[src/rtl/core/nnsa_pkg.sv]
`default_nettype none

package nnsa_pkg;

    // Field widths fixed by the interface
    localparam int CFG_W       = 13;
    localparam int COORD_W     = 12;
    localparam int INDEX_W     = 24;
    localparam int NUM_W       = COORD_W + CFG_W;
    localparam int CFG_IDX_W   = 2;
    localparam int MAX_DIM_DEF = 4096;

    typedef enum logic [CFG_IDX_W-1:0] {
        REG_SRC_WIDTH  = 2'd0,
        REG_SRC_HEIGHT = 2'd1,
        REG_DST_WIDTH  = 2'd2,
        REG_DST_HEIGHT = 2'd3
    } reg_idx_t;

    // Effective image sizes, already clamped to 1..MAX_DIM
    typedef struct packed {
        logic [CFG_W-1:0] src_width;
        logic [CFG_W-1:0] src_height;
        logic [CFG_W-1:0] dst_width;
        logic [CFG_W-1:0] dst_height;
    } dims_t;

    typedef struct packed {
        logic [COORD_W-1:0] out_x;
        logic [COORD_W-1:0] out_y;
    } in_t;

    typedef struct packed {
        logic [COORD_W-1:0] src_x;
        logic [COORD_W-1:0] src_y;
        logic [INDEX_W-1:0] src_index;
        logic [INDEX_W-1:0] dst_index;
        logic               coord_invalid;
    } out_t;

    // Side information that rides along the divider
    typedef struct packed {
        logic               coord_invalid;
        logic [INDEX_W-1:0] dst_index;
    } side_t;

endpackage

`default_nettype wire

[src/rtl/core/nearest_neighbor_scale_address_core.sv]
`default_nettype none

// Nearest-neighbor scaling address generator. Pulse start with a destination
// coordinate in item; once the item has passed the stage A and stage B
// registers, the divider stages and the output register, done is high for one
// cycle with the source column and row, the linear source and destination
// indexes, and coord_invalid. A new item may be started in every cycle, so the
// sustained rate is one item per clock; the two-lane restoring divider retires
// one of the Q_W = clog2(MAX_DIM) quotient bits per pipeline stage. busy is
// always low. There is no back-pressure on the result side: the receiver must
// take each result in the cycle that done marks it. Write the size registers
// only while no item is in flight; a written value of zero acts as one and a
// value above MAX_DIM acts as MAX_DIM.
module nearest_neighbor_scale_address_core #(
    parameter int MAX_DIM = nnsa_pkg::MAX_DIM_DEF
) (
    input  wire logic                           clk,
    input  wire logic                           rst_n,
    input  wire logic                           start,
    output logic                                busy,
    input  wire nnsa_pkg::in_t                  item,
    output logic                                done,
    output nnsa_pkg::out_t                      result,
    input  wire logic                           cfg_we,
    input  wire logic [nnsa_pkg::CFG_IDX_W-1:0] cfg_index,
    input  wire logic [nnsa_pkg::CFG_W-1:0]     cfg_data
);

    // Quotient width: a valid quotient stays below the source size
    localparam int Q_W   = $clog2(MAX_DIM);
    localparam int TAG_W = $bits(nnsa_pkg::side_t);
    localparam int PW    = Q_W + nnsa_pkg::CFG_W + 1;
    localparam int LAT   = Q_W + 3;

    nnsa_pkg::dims_t dims;

    nnsa_cfg #(
        .MAX_DIM (MAX_DIM)
    ) u_cfg (
        .clk       (clk),
        .rst_n     (rst_n),
        .cfg_we    (cfg_we),
        .cfg_index (cfg_index),
        .cfg_data  (cfg_data),
        .dims      (dims)
    );

    // The pipeline never stalls
    assign busy = 1'b0;

    // ---------------------------------------------------------------------
    // Stage A: capture the item and range-check it
    // ---------------------------------------------------------------------
    logic                         a_valid_reg;
    logic [nnsa_pkg::COORD_W-1:0] a_x_reg;
    logic [nnsa_pkg::COORD_W-1:0] a_y_reg;
    logic                         a_invalid_reg;
    logic                         a_invalid_next;

    assign a_invalid_next = ({1'b0, item.out_x} >= dims.dst_width)
                         || ({1'b0, item.out_y} >= dims.dst_height);

    always_ff @(posedge clk or negedge rst_n)
    begin
        if (!rst_n)
        begin
            a_valid_reg <= 1'b0;
        end
        else
        begin
            a_valid_reg <= start && !busy;
        end
    end

    always_ff @(posedge clk)
    begin
        a_x_reg       <= item.out_x;
        a_y_reg       <= item.out_y;
        a_invalid_reg <= a_invalid_next;
    end

    // ---------------------------------------------------------------------
    // Stage B: scale products (dividends) and the destination index
    // ---------------------------------------------------------------------
    logic                       b_valid_reg;
    logic [nnsa_pkg::NUM_W-1:0] b_num_reg [2];
    nnsa_pkg::side_t            b_side_reg;
    nnsa_pkg::side_t            b_side_next;
    logic [nnsa_pkg::NUM_W-1:0] b_num_x_next;
    logic [nnsa_pkg::NUM_W-1:0] b_num_y_next;
    logic [nnsa_pkg::NUM_W-1:0] b_dst_full;

    always_comb
    begin
        b_num_x_next = nnsa_pkg::NUM_W'(a_x_reg) * nnsa_pkg::NUM_W'(dims.src_width);
        b_num_y_next = nnsa_pkg::NUM_W'(a_y_reg) * nnsa_pkg::NUM_W'(dims.src_height);
        b_dst_full   = nnsa_pkg::NUM_W'(a_y_reg) * nnsa_pkg::NUM_W'(dims.dst_width)
                     + nnsa_pkg::NUM_W'(a_x_reg);
        b_side_next.coord_invalid = a_invalid_reg;
        b_side_next.dst_index     = b_dst_full[nnsa_pkg::INDEX_W-1:0];
    end

    always_ff @(posedge clk or negedge rst_n)
    begin
        if (!rst_n)
        begin
            b_valid_reg <= 1'b0;
        end
        else
        begin
            b_valid_reg <= a_valid_reg;
        end
    end

    always_ff @(posedge clk)
    begin
        b_num_reg[0] <= b_num_x_next;
        b_num_reg[1] <= b_num_y_next;
        b_side_reg   <= b_side_next;
    end

    // ---------------------------------------------------------------------
    // Divider stages: lane 0 is the column, lane 1 the row
    // ---------------------------------------------------------------------
    logic [nnsa_pkg::CFG_W-1:0] div_den [2];
    logic                       d_valid;
    logic [Q_W-1:0]             d_quo [2];
    logic [TAG_W-1:0]           d_tag;
    nnsa_pkg::side_t            d_side;

    assign div_den[0] = dims.dst_width;
    assign div_den[1] = dims.dst_height;

    nnsa_div #(
        .Q_W   (Q_W),
        .TAG_W (TAG_W)
    ) u_div (
        .clk       (clk),
        .rst_n     (rst_n),
        .in_valid  (b_valid_reg),
        .num       (b_num_reg),
        .den       (div_den),
        .tag_in    (b_side_reg),
        .out_valid (d_valid),
        .quo       (d_quo),
        .tag_out   (d_tag)
    );

    assign d_side = nnsa_pkg::side_t'(d_tag);

    // ---------------------------------------------------------------------
    // Output stage: source index, zero all other fields for an invalid item
    // ---------------------------------------------------------------------
    logic           done_reg;
    nnsa_pkg::out_t result_reg;
    nnsa_pkg::out_t result_next;
    logic [PW-1:0]  src_full;

    always_comb
    begin
        src_full = PW'(d_quo[1]) * PW'(dims.src_width) + PW'(d_quo[0]);
        if (d_side.coord_invalid)
        begin
            result_next               = '0;
            result_next.coord_invalid = 1'b1;
        end
        else
        begin
            result_next.src_x         = nnsa_pkg::COORD_W'(d_quo[0]);
            result_next.src_y         = nnsa_pkg::COORD_W'(d_quo[1]);
            result_next.src_index     = nnsa_pkg::INDEX_W'(src_full);
            result_next.dst_index     = d_side.dst_index;
            result_next.coord_invalid = 1'b0;
        end
    end

    always_ff @(posedge clk or negedge rst_n)
    begin
        if (!rst_n)
        begin
            done_reg <= 1'b0;
        end
        else
        begin
            done_reg <= d_valid;
        end
    end

    always_ff @(posedge clk)
    begin
        result_reg <= result_next;
    end

    assign done   = done_reg;
    assign result = result_reg;

    // ---------------------------------------------------------------------
    // Checks
    // ---------------------------------------------------------------------
    a_latency: assert property (@(posedge clk) disable iff (!rst_n)
        start |-> ##LAT done)
        else $error("item started but no result after pipeline latency");

    a_no_spurious: assert property (@(posedge clk) disable iff (!rst_n)
        done |-> $past(start, LAT))
        else $error("result strobe without a matching started item");

    a_invalid_zero: assert property (@(posedge clk) disable iff (!rst_n)
        done && result.coord_invalid |->
            result.src_x == '0 && result.src_y == '0 &&
            result.src_index == '0 && result.dst_index == '0)
        else $error("invalid coordinate gave nonzero fields");

    a_src_in_range: assert property (@(posedge clk) disable iff (!rst_n)
        done && !result.coord_invalid |->
            32'(result.src_x) < 32'(dims.src_width) &&
            32'(result.src_y) < 32'(dims.src_height))
        else $error("source coordinate outside source image");

endmodule

`default_nettype wire

[src/rtl/core/nnsa_cfg.sv]
`default_nettype none

module nnsa_cfg #(
    parameter int MAX_DIM = nnsa_pkg::MAX_DIM_DEF
) (
    input  wire logic                           clk,
    input  wire logic                           rst_n,
    input  wire logic                           cfg_we,
    input  wire logic [nnsa_pkg::CFG_IDX_W-1:0] cfg_index,
    input  wire logic [nnsa_pkg::CFG_W-1:0]     cfg_data,
    output nnsa_pkg::dims_t                     dims
);

    nnsa_pkg::dims_t            dims_reg;
    logic [nnsa_pkg::CFG_W-1:0] eff;

    // Clamp at write time: zero reads as one, oversize saturates
    always_comb
    begin
        if (cfg_data == '0)
        begin
            eff = nnsa_pkg::CFG_W'(1);
        end
        else if (32'(cfg_data) > MAX_DIM)
        begin
            eff = nnsa_pkg::CFG_W'(MAX_DIM);
        end
        else
        begin
            eff = cfg_data;
        end
    end

    always_ff @(posedge clk or negedge rst_n)
    begin
        if (!rst_n)
        begin
            dims_reg.src_width  <= nnsa_pkg::CFG_W'(1);
            dims_reg.src_height <= nnsa_pkg::CFG_W'(1);
            dims_reg.dst_width  <= nnsa_pkg::CFG_W'(1);
            dims_reg.dst_height <= nnsa_pkg::CFG_W'(1);
        end
        else if (cfg_we)
        begin
            unique case (nnsa_pkg::reg_idx_t'(cfg_index))
                nnsa_pkg::REG_SRC_WIDTH:  dims_reg.src_width  <= eff;
                nnsa_pkg::REG_SRC_HEIGHT: dims_reg.src_height <= eff;
                nnsa_pkg::REG_DST_WIDTH:  dims_reg.dst_width  <= eff;
                nnsa_pkg::REG_DST_HEIGHT: dims_reg.dst_height <= eff;
            endcase
        end
    end

    assign dims = dims_reg;

endmodule

`default_nettype wire

[src/rtl/core/nnsa_div.sv]
`default_nettype none

// Two-lane pipelined restoring divider, one quotient bit per stage.
// The caller must hold divisors steady while items are in flight (unchecked).
module nnsa_div #(
    parameter int Q_W   = 12,
    parameter int TAG_W = 1
) (
    input  wire logic                       clk,
    input  wire logic                       rst_n,
    input  wire logic                       in_valid,
    input  wire logic [nnsa_pkg::NUM_W-1:0] num [2],
    input  wire logic [nnsa_pkg::CFG_W-1:0] den [2],
    input  wire logic [TAG_W-1:0]           tag_in,
    output logic                            out_valid,
    output logic [Q_W-1:0]                  quo [2],
    output logic [TAG_W-1:0]                tag_out
);

    localparam int LANES = 2;

    logic                       vld_reg [Q_W];
    logic [TAG_W-1:0]           tag_reg [Q_W];
    logic [nnsa_pkg::CFG_W-1:0] rem_reg [Q_W][LANES];
    logic [Q_W-1:0]             low_reg [Q_W][LANES];

    for (genvar k = 0; k < Q_W; k++)
    begin : g_stage
        logic                       v_src;
        logic [TAG_W-1:0]           tag_src;
        logic [nnsa_pkg::CFG_W-1:0] rem_src  [LANES];
        logic [Q_W-1:0]             low_src  [LANES];
        logic [nnsa_pkg::CFG_W-1:0] rem_next [LANES];
        logic [Q_W-1:0]             low_next [LANES];

        if (k == 0)
        begin : g_first
            assign v_src   = in_valid;
            assign tag_src = tag_in;
            for (genvar l = 0; l < LANES; l++)
            begin : g_lane
                // High part is below the divisor for any in-range item
                assign rem_src[l] = nnsa_pkg::CFG_W'(num[l][nnsa_pkg::NUM_W-1:Q_W]);
                assign low_src[l] = num[l][Q_W-1:0];
            end
        end
        else
        begin : g_next
            assign v_src   = vld_reg[k-1];
            assign tag_src = tag_reg[k-1];
            for (genvar l = 0; l < LANES; l++)
            begin : g_lane
                assign rem_src[l] = rem_reg[k-1][l];
                assign low_src[l] = low_reg[k-1][l];
            end
        end

        for (genvar l = 0; l < LANES; l++)
        begin : g_step
            logic [nnsa_pkg::CFG_W:0] trial;
            logic [nnsa_pkg::CFG_W:0] diff;
            logic                     ge;

            always_comb
            begin
                trial       = {rem_src[l], low_src[l][Q_W-1]};
                diff        = trial - {1'b0, den[l]};
                ge          = (trial >= {1'b0, den[l]});
                rem_next[l] = ge ? diff[nnsa_pkg::CFG_W-1:0] : trial[nnsa_pkg::CFG_W-1:0];
                low_next[l] = {low_src[l][Q_W-2:0], ge};
            end
        end

        always_ff @(posedge clk or negedge rst_n)
        begin
            if (!rst_n)
            begin
                vld_reg[k] <= 1'b0;
            end
            else
            begin
                vld_reg[k] <= v_src;
            end
        end

        always_ff @(posedge clk)
        begin
            tag_reg[k] <= tag_src;
            for (int l = 0; l < LANES; l++)
            begin
                rem_reg[k][l] <= rem_next[l];
                low_reg[k][l] <= low_next[l];
            end
        end
    end

    assign out_valid = vld_reg[Q_W-1];
    assign tag_out   = tag_reg[Q_W-1];
    assign quo[0]    = low_reg[Q_W-1][0];
    assign quo[1]    = low_reg[Q_W-1][1];

endmodule

`default_nettype wire
[config.mk]
export PLATFORM = sky130hd
export DESIGN_NAME = nearest_neighbor_scale_address_core
export DESIGN_NICKNAME = d
export VERILOG_FILES = /design/src/rtl/core/nnsa_pkg.sv /design/src/rtl/core/nearest_neighbor_scale_address_core.sv /design/src/rtl/core/nnsa_cfg.sv /design/src/rtl/core/nnsa_div.sv
export SDC_FILE = /design/constraint.sdc
export NUM_CORES = 2
export LEC_CHECK = 0
export BUFFER_PORTS_ARGS = -buffer_cell sky130_fd_sc_hd__clkbuf_2
export CAP_MARGIN = 10
export CORE_MARGIN = 3
export CORE_UTILIZATION = 30
export CTS_CLUSTER_DIAMETER = 120
export CTS_CLUSTER_SIZE = 12
export DETAILED_ROUTE_END_ITERATION = 12
export PLACE_DENSITY_LB_ADDON = 0.15
export SYNTH_ARGS = -nofsm -noshare
export SYNTH_HDL_FRONTEND = slang
export SYNTH_SLANG_ARGS = --single-unit
[constraint.sdc]
create_clock -name clk -period 4.85 [get_ports clk]
set_input_delay 0 -clock clk [delete_from_list [all_inputs] [get_ports clk]]
set_output_delay 0 -clock clk [all_outputs]
set_load 0.01 [all_outputs]
==> out/qor.csv <==
metric,value,unit
share of the synthesized area in the top cell type,0.3333,
Initial Util,0.3027,
cell mode on critical path,fa_1,
H-tree lvl count,3,
number of vias per cell,4.451,
setup_tns,-1.677,ns
CP arrival,5.67,ns
Startpoint Class,register,
Worst Path Required,5.48,ns
Async SR Flop Fraction,0.06014,
unique cell type count in the Yosys netlist,94,
WL/cell,16.46,um
status,"finished, violations left",
max FFs per register,300,
Setup crit end kind,register,
clock latency on the worst-skew pair,0.77,ns
ratio of cells with drive above 1 in the final layout,0.1970,
CP startpoint,u_cfg.dims[47],
kind of cell adding the most delay to the critical path,adder cells,
Final Skew,0.06633,ns
worst stage delay on the critical path,0.53,ns
via count,42506,
WL final,157200,um
"slowest stage cell, crit path",fa_1,
"Reg clk slew, reported paths",0.06,ns
first-pass GRT wire length,250100,um
CTS tree,done,
Non-Filler Instances,9549,
Die ar.,215100,um^2
Syn Nets,7241,
Hold Path Origin,cfg_data[7],
worst-path fanout max,3,
CTS sink count,1114,
drt initial violations,1762,
maxcap violations,0,
initial antenna violation count,12,
CTS Buf Count,105,
max-slew violations,0,
Worst-Margin Slew,0.9828,ns
Synth warnings,0,
nets@finish,7848,
Achievable Freq,0.1982,GHz
dominant cell type by area after synthesis,dfxtp_1,
GR Overflow Total,0,
syn avg cell area,10.28,um^2
"EDFF count, synth",0,
Hold WS,0.05809,ns
area of the core,207700,um^2
antenna-violating nets left,0,
Final setup viols,16,
DPL Wire Length,120900,um
flip-flop and latch count after synthesis,1114,
fin crit share,1.040,
slew margin rel.,0.3428,
post-route DRC violation count,0,
Post-synth top cells,"dfxtp_1 (1,047), inv_1 (804), ha_1 (598)",
Post-Synthesis Cell Area,62880,um^2
Worst R2R Start,u_cfg.dims[47],
CTS Root Cell,clkbuf_16,
"Seq/Total Area, Yosys",0.3601,
number of buffers and inverters on the critical path,5,
I/O pin total,118,
crit-path cells,buf_6 -> and2_4 -> fa_1 -> inv_1 -> fa_1 -> inv_2 -> fa_1 -> fa_1 -> inv_1 -> fa_1 -> inv_2 -> ha_4 -> o21a_1 -> o21ai_1 -> nand2b_1 -> a41oi_2 -> o21ai_2 -> a211oi_2 -> mux2_4,
GRT Total Usage,0.1460,
Crit Path Category,reg2reg,
row cnt,167,
chip height,463.8,um
Synth area leaders,"dfxtp_1 (33%), fa_1 (15%), ha_1 (12%)",
most frequent cell after synthesis,dfxtp_1,
Synth Instances,6118,
Final Hold Fails,0,
post-layout min period,5.046,ns
gpl congestion,0.8312,
PnR worst setup slack,-0.1960,ns
drt pass-1 iters,6,
Die Wd,463.8,um
area grow syn2layout,20.41,%
Main synth FF type,dfxtp_1,
failing checks,setup timing,
dpl cells,9257,
final core occ,0.3645,
RSZ-0062 raised after global routing,true,
HP Class,in2reg,
largest net degree at the start of global routing,64,
clk buf depth,3,
# port buffers,116,
vias in the first global route,44614,
cell type report:
cell class | count | area [um^2]
antenna | 10 | 25.02
clock buffer | 121 | 2749
clock inverter | 12 | 247.7
fill | 20812 | 132000
inverter | 804 | 3018
multi-input combinational | 4040 | 37950
sequential | 1114 | 22710
tap | 2788 | 3488
timing repair buffer | 660 | 5514
per-layer routing:
metal  up-vias  GRT usage  part of all wire
met3       184    0.02222             0.032
li1      21241          -                 -
met5         -          0           0.00015
met1     20553     0.1922              0.47
met2       524     0.2476              0.48
met4         4    0.04082             0.025
placed cells by master, fill, tap and decap left out, types with 115 or more instances in the layout:
master,netlist,layout
dfxtp_1,1047,1033
inv_1,804,743
ha_1,598,549
nand2_1,529,507
fa_1,482,444
buf_4,4,391
nor2_1,257,249
and2_1,278,239
o21ai_0,224,200
xnor2_1,196,192
a21oi_1,194,159
nor2b_1,129,126
a21o_1,122,122
clkbuf_2,0,115
worst paths after layout:
path	end	slack (ns)	cells after the start
setup reg to reg	result[44]	-0.20	19
min in group asynchronous	u_cfg.dims[39]	0.40	3
max in group asynchronous	u_cfg.dims[50]	3.97	4
hold / removal	u_cfg.dims[7]	0.06	3
setup / recovery	result[44]	-0.20	19
hold reg to reg	u_div.low_reg[0][37]	0.28	0
what timing repair did:
item | 4_1_cts | 5_1_grt
setup endpoints to repair | 42 | 49
pin swaps | 132 | 203
hold buffers | 60 | 1
buffers inserted | 41 | 46
endpoints found under the hold margin | 131 | 1
resized for setup | 205 | 250
gates cloned | 4 | 2
metrics by stage:
step / area [um^2] / setup WS [ns]
finish: 75710 / -0.1960
global route: 75690 / -0.4040
CTS: 74500 / -0.2505
detailed placement: 69720 / -0.3344
global placement: 69720 / -0.3016
floorplan: 63270 / 0.0008979
worst reg2reg max path: cells and delay by family (launching register included):
family          cells  cell delay [ns]
simple gates        2             0.24
flops               1             0.44
fa+ha+maj           6             2.69
mux                 1             0.31
compound gates      5             0.89
buf+inv             5             0.33
cell families (layout without fill, tap and decap cells):
family	after synthesis	after routing	synth area share
buf+inv	964	1597	0.05980
other cells	1	11	0.00005964
xor+xnor	285	285	0.03970
flops	1114	1114	0.3601
simple gates	1497	1497	0.1181
mux	269	269	0.05245
compound gates	908	908	0.09731
fa+ha+maj	1080	1080	0.2725
Power is left out: the tool's default activity adds up to more than one toggle a clock period on the data nets, which glitch-free logic cannot reach.
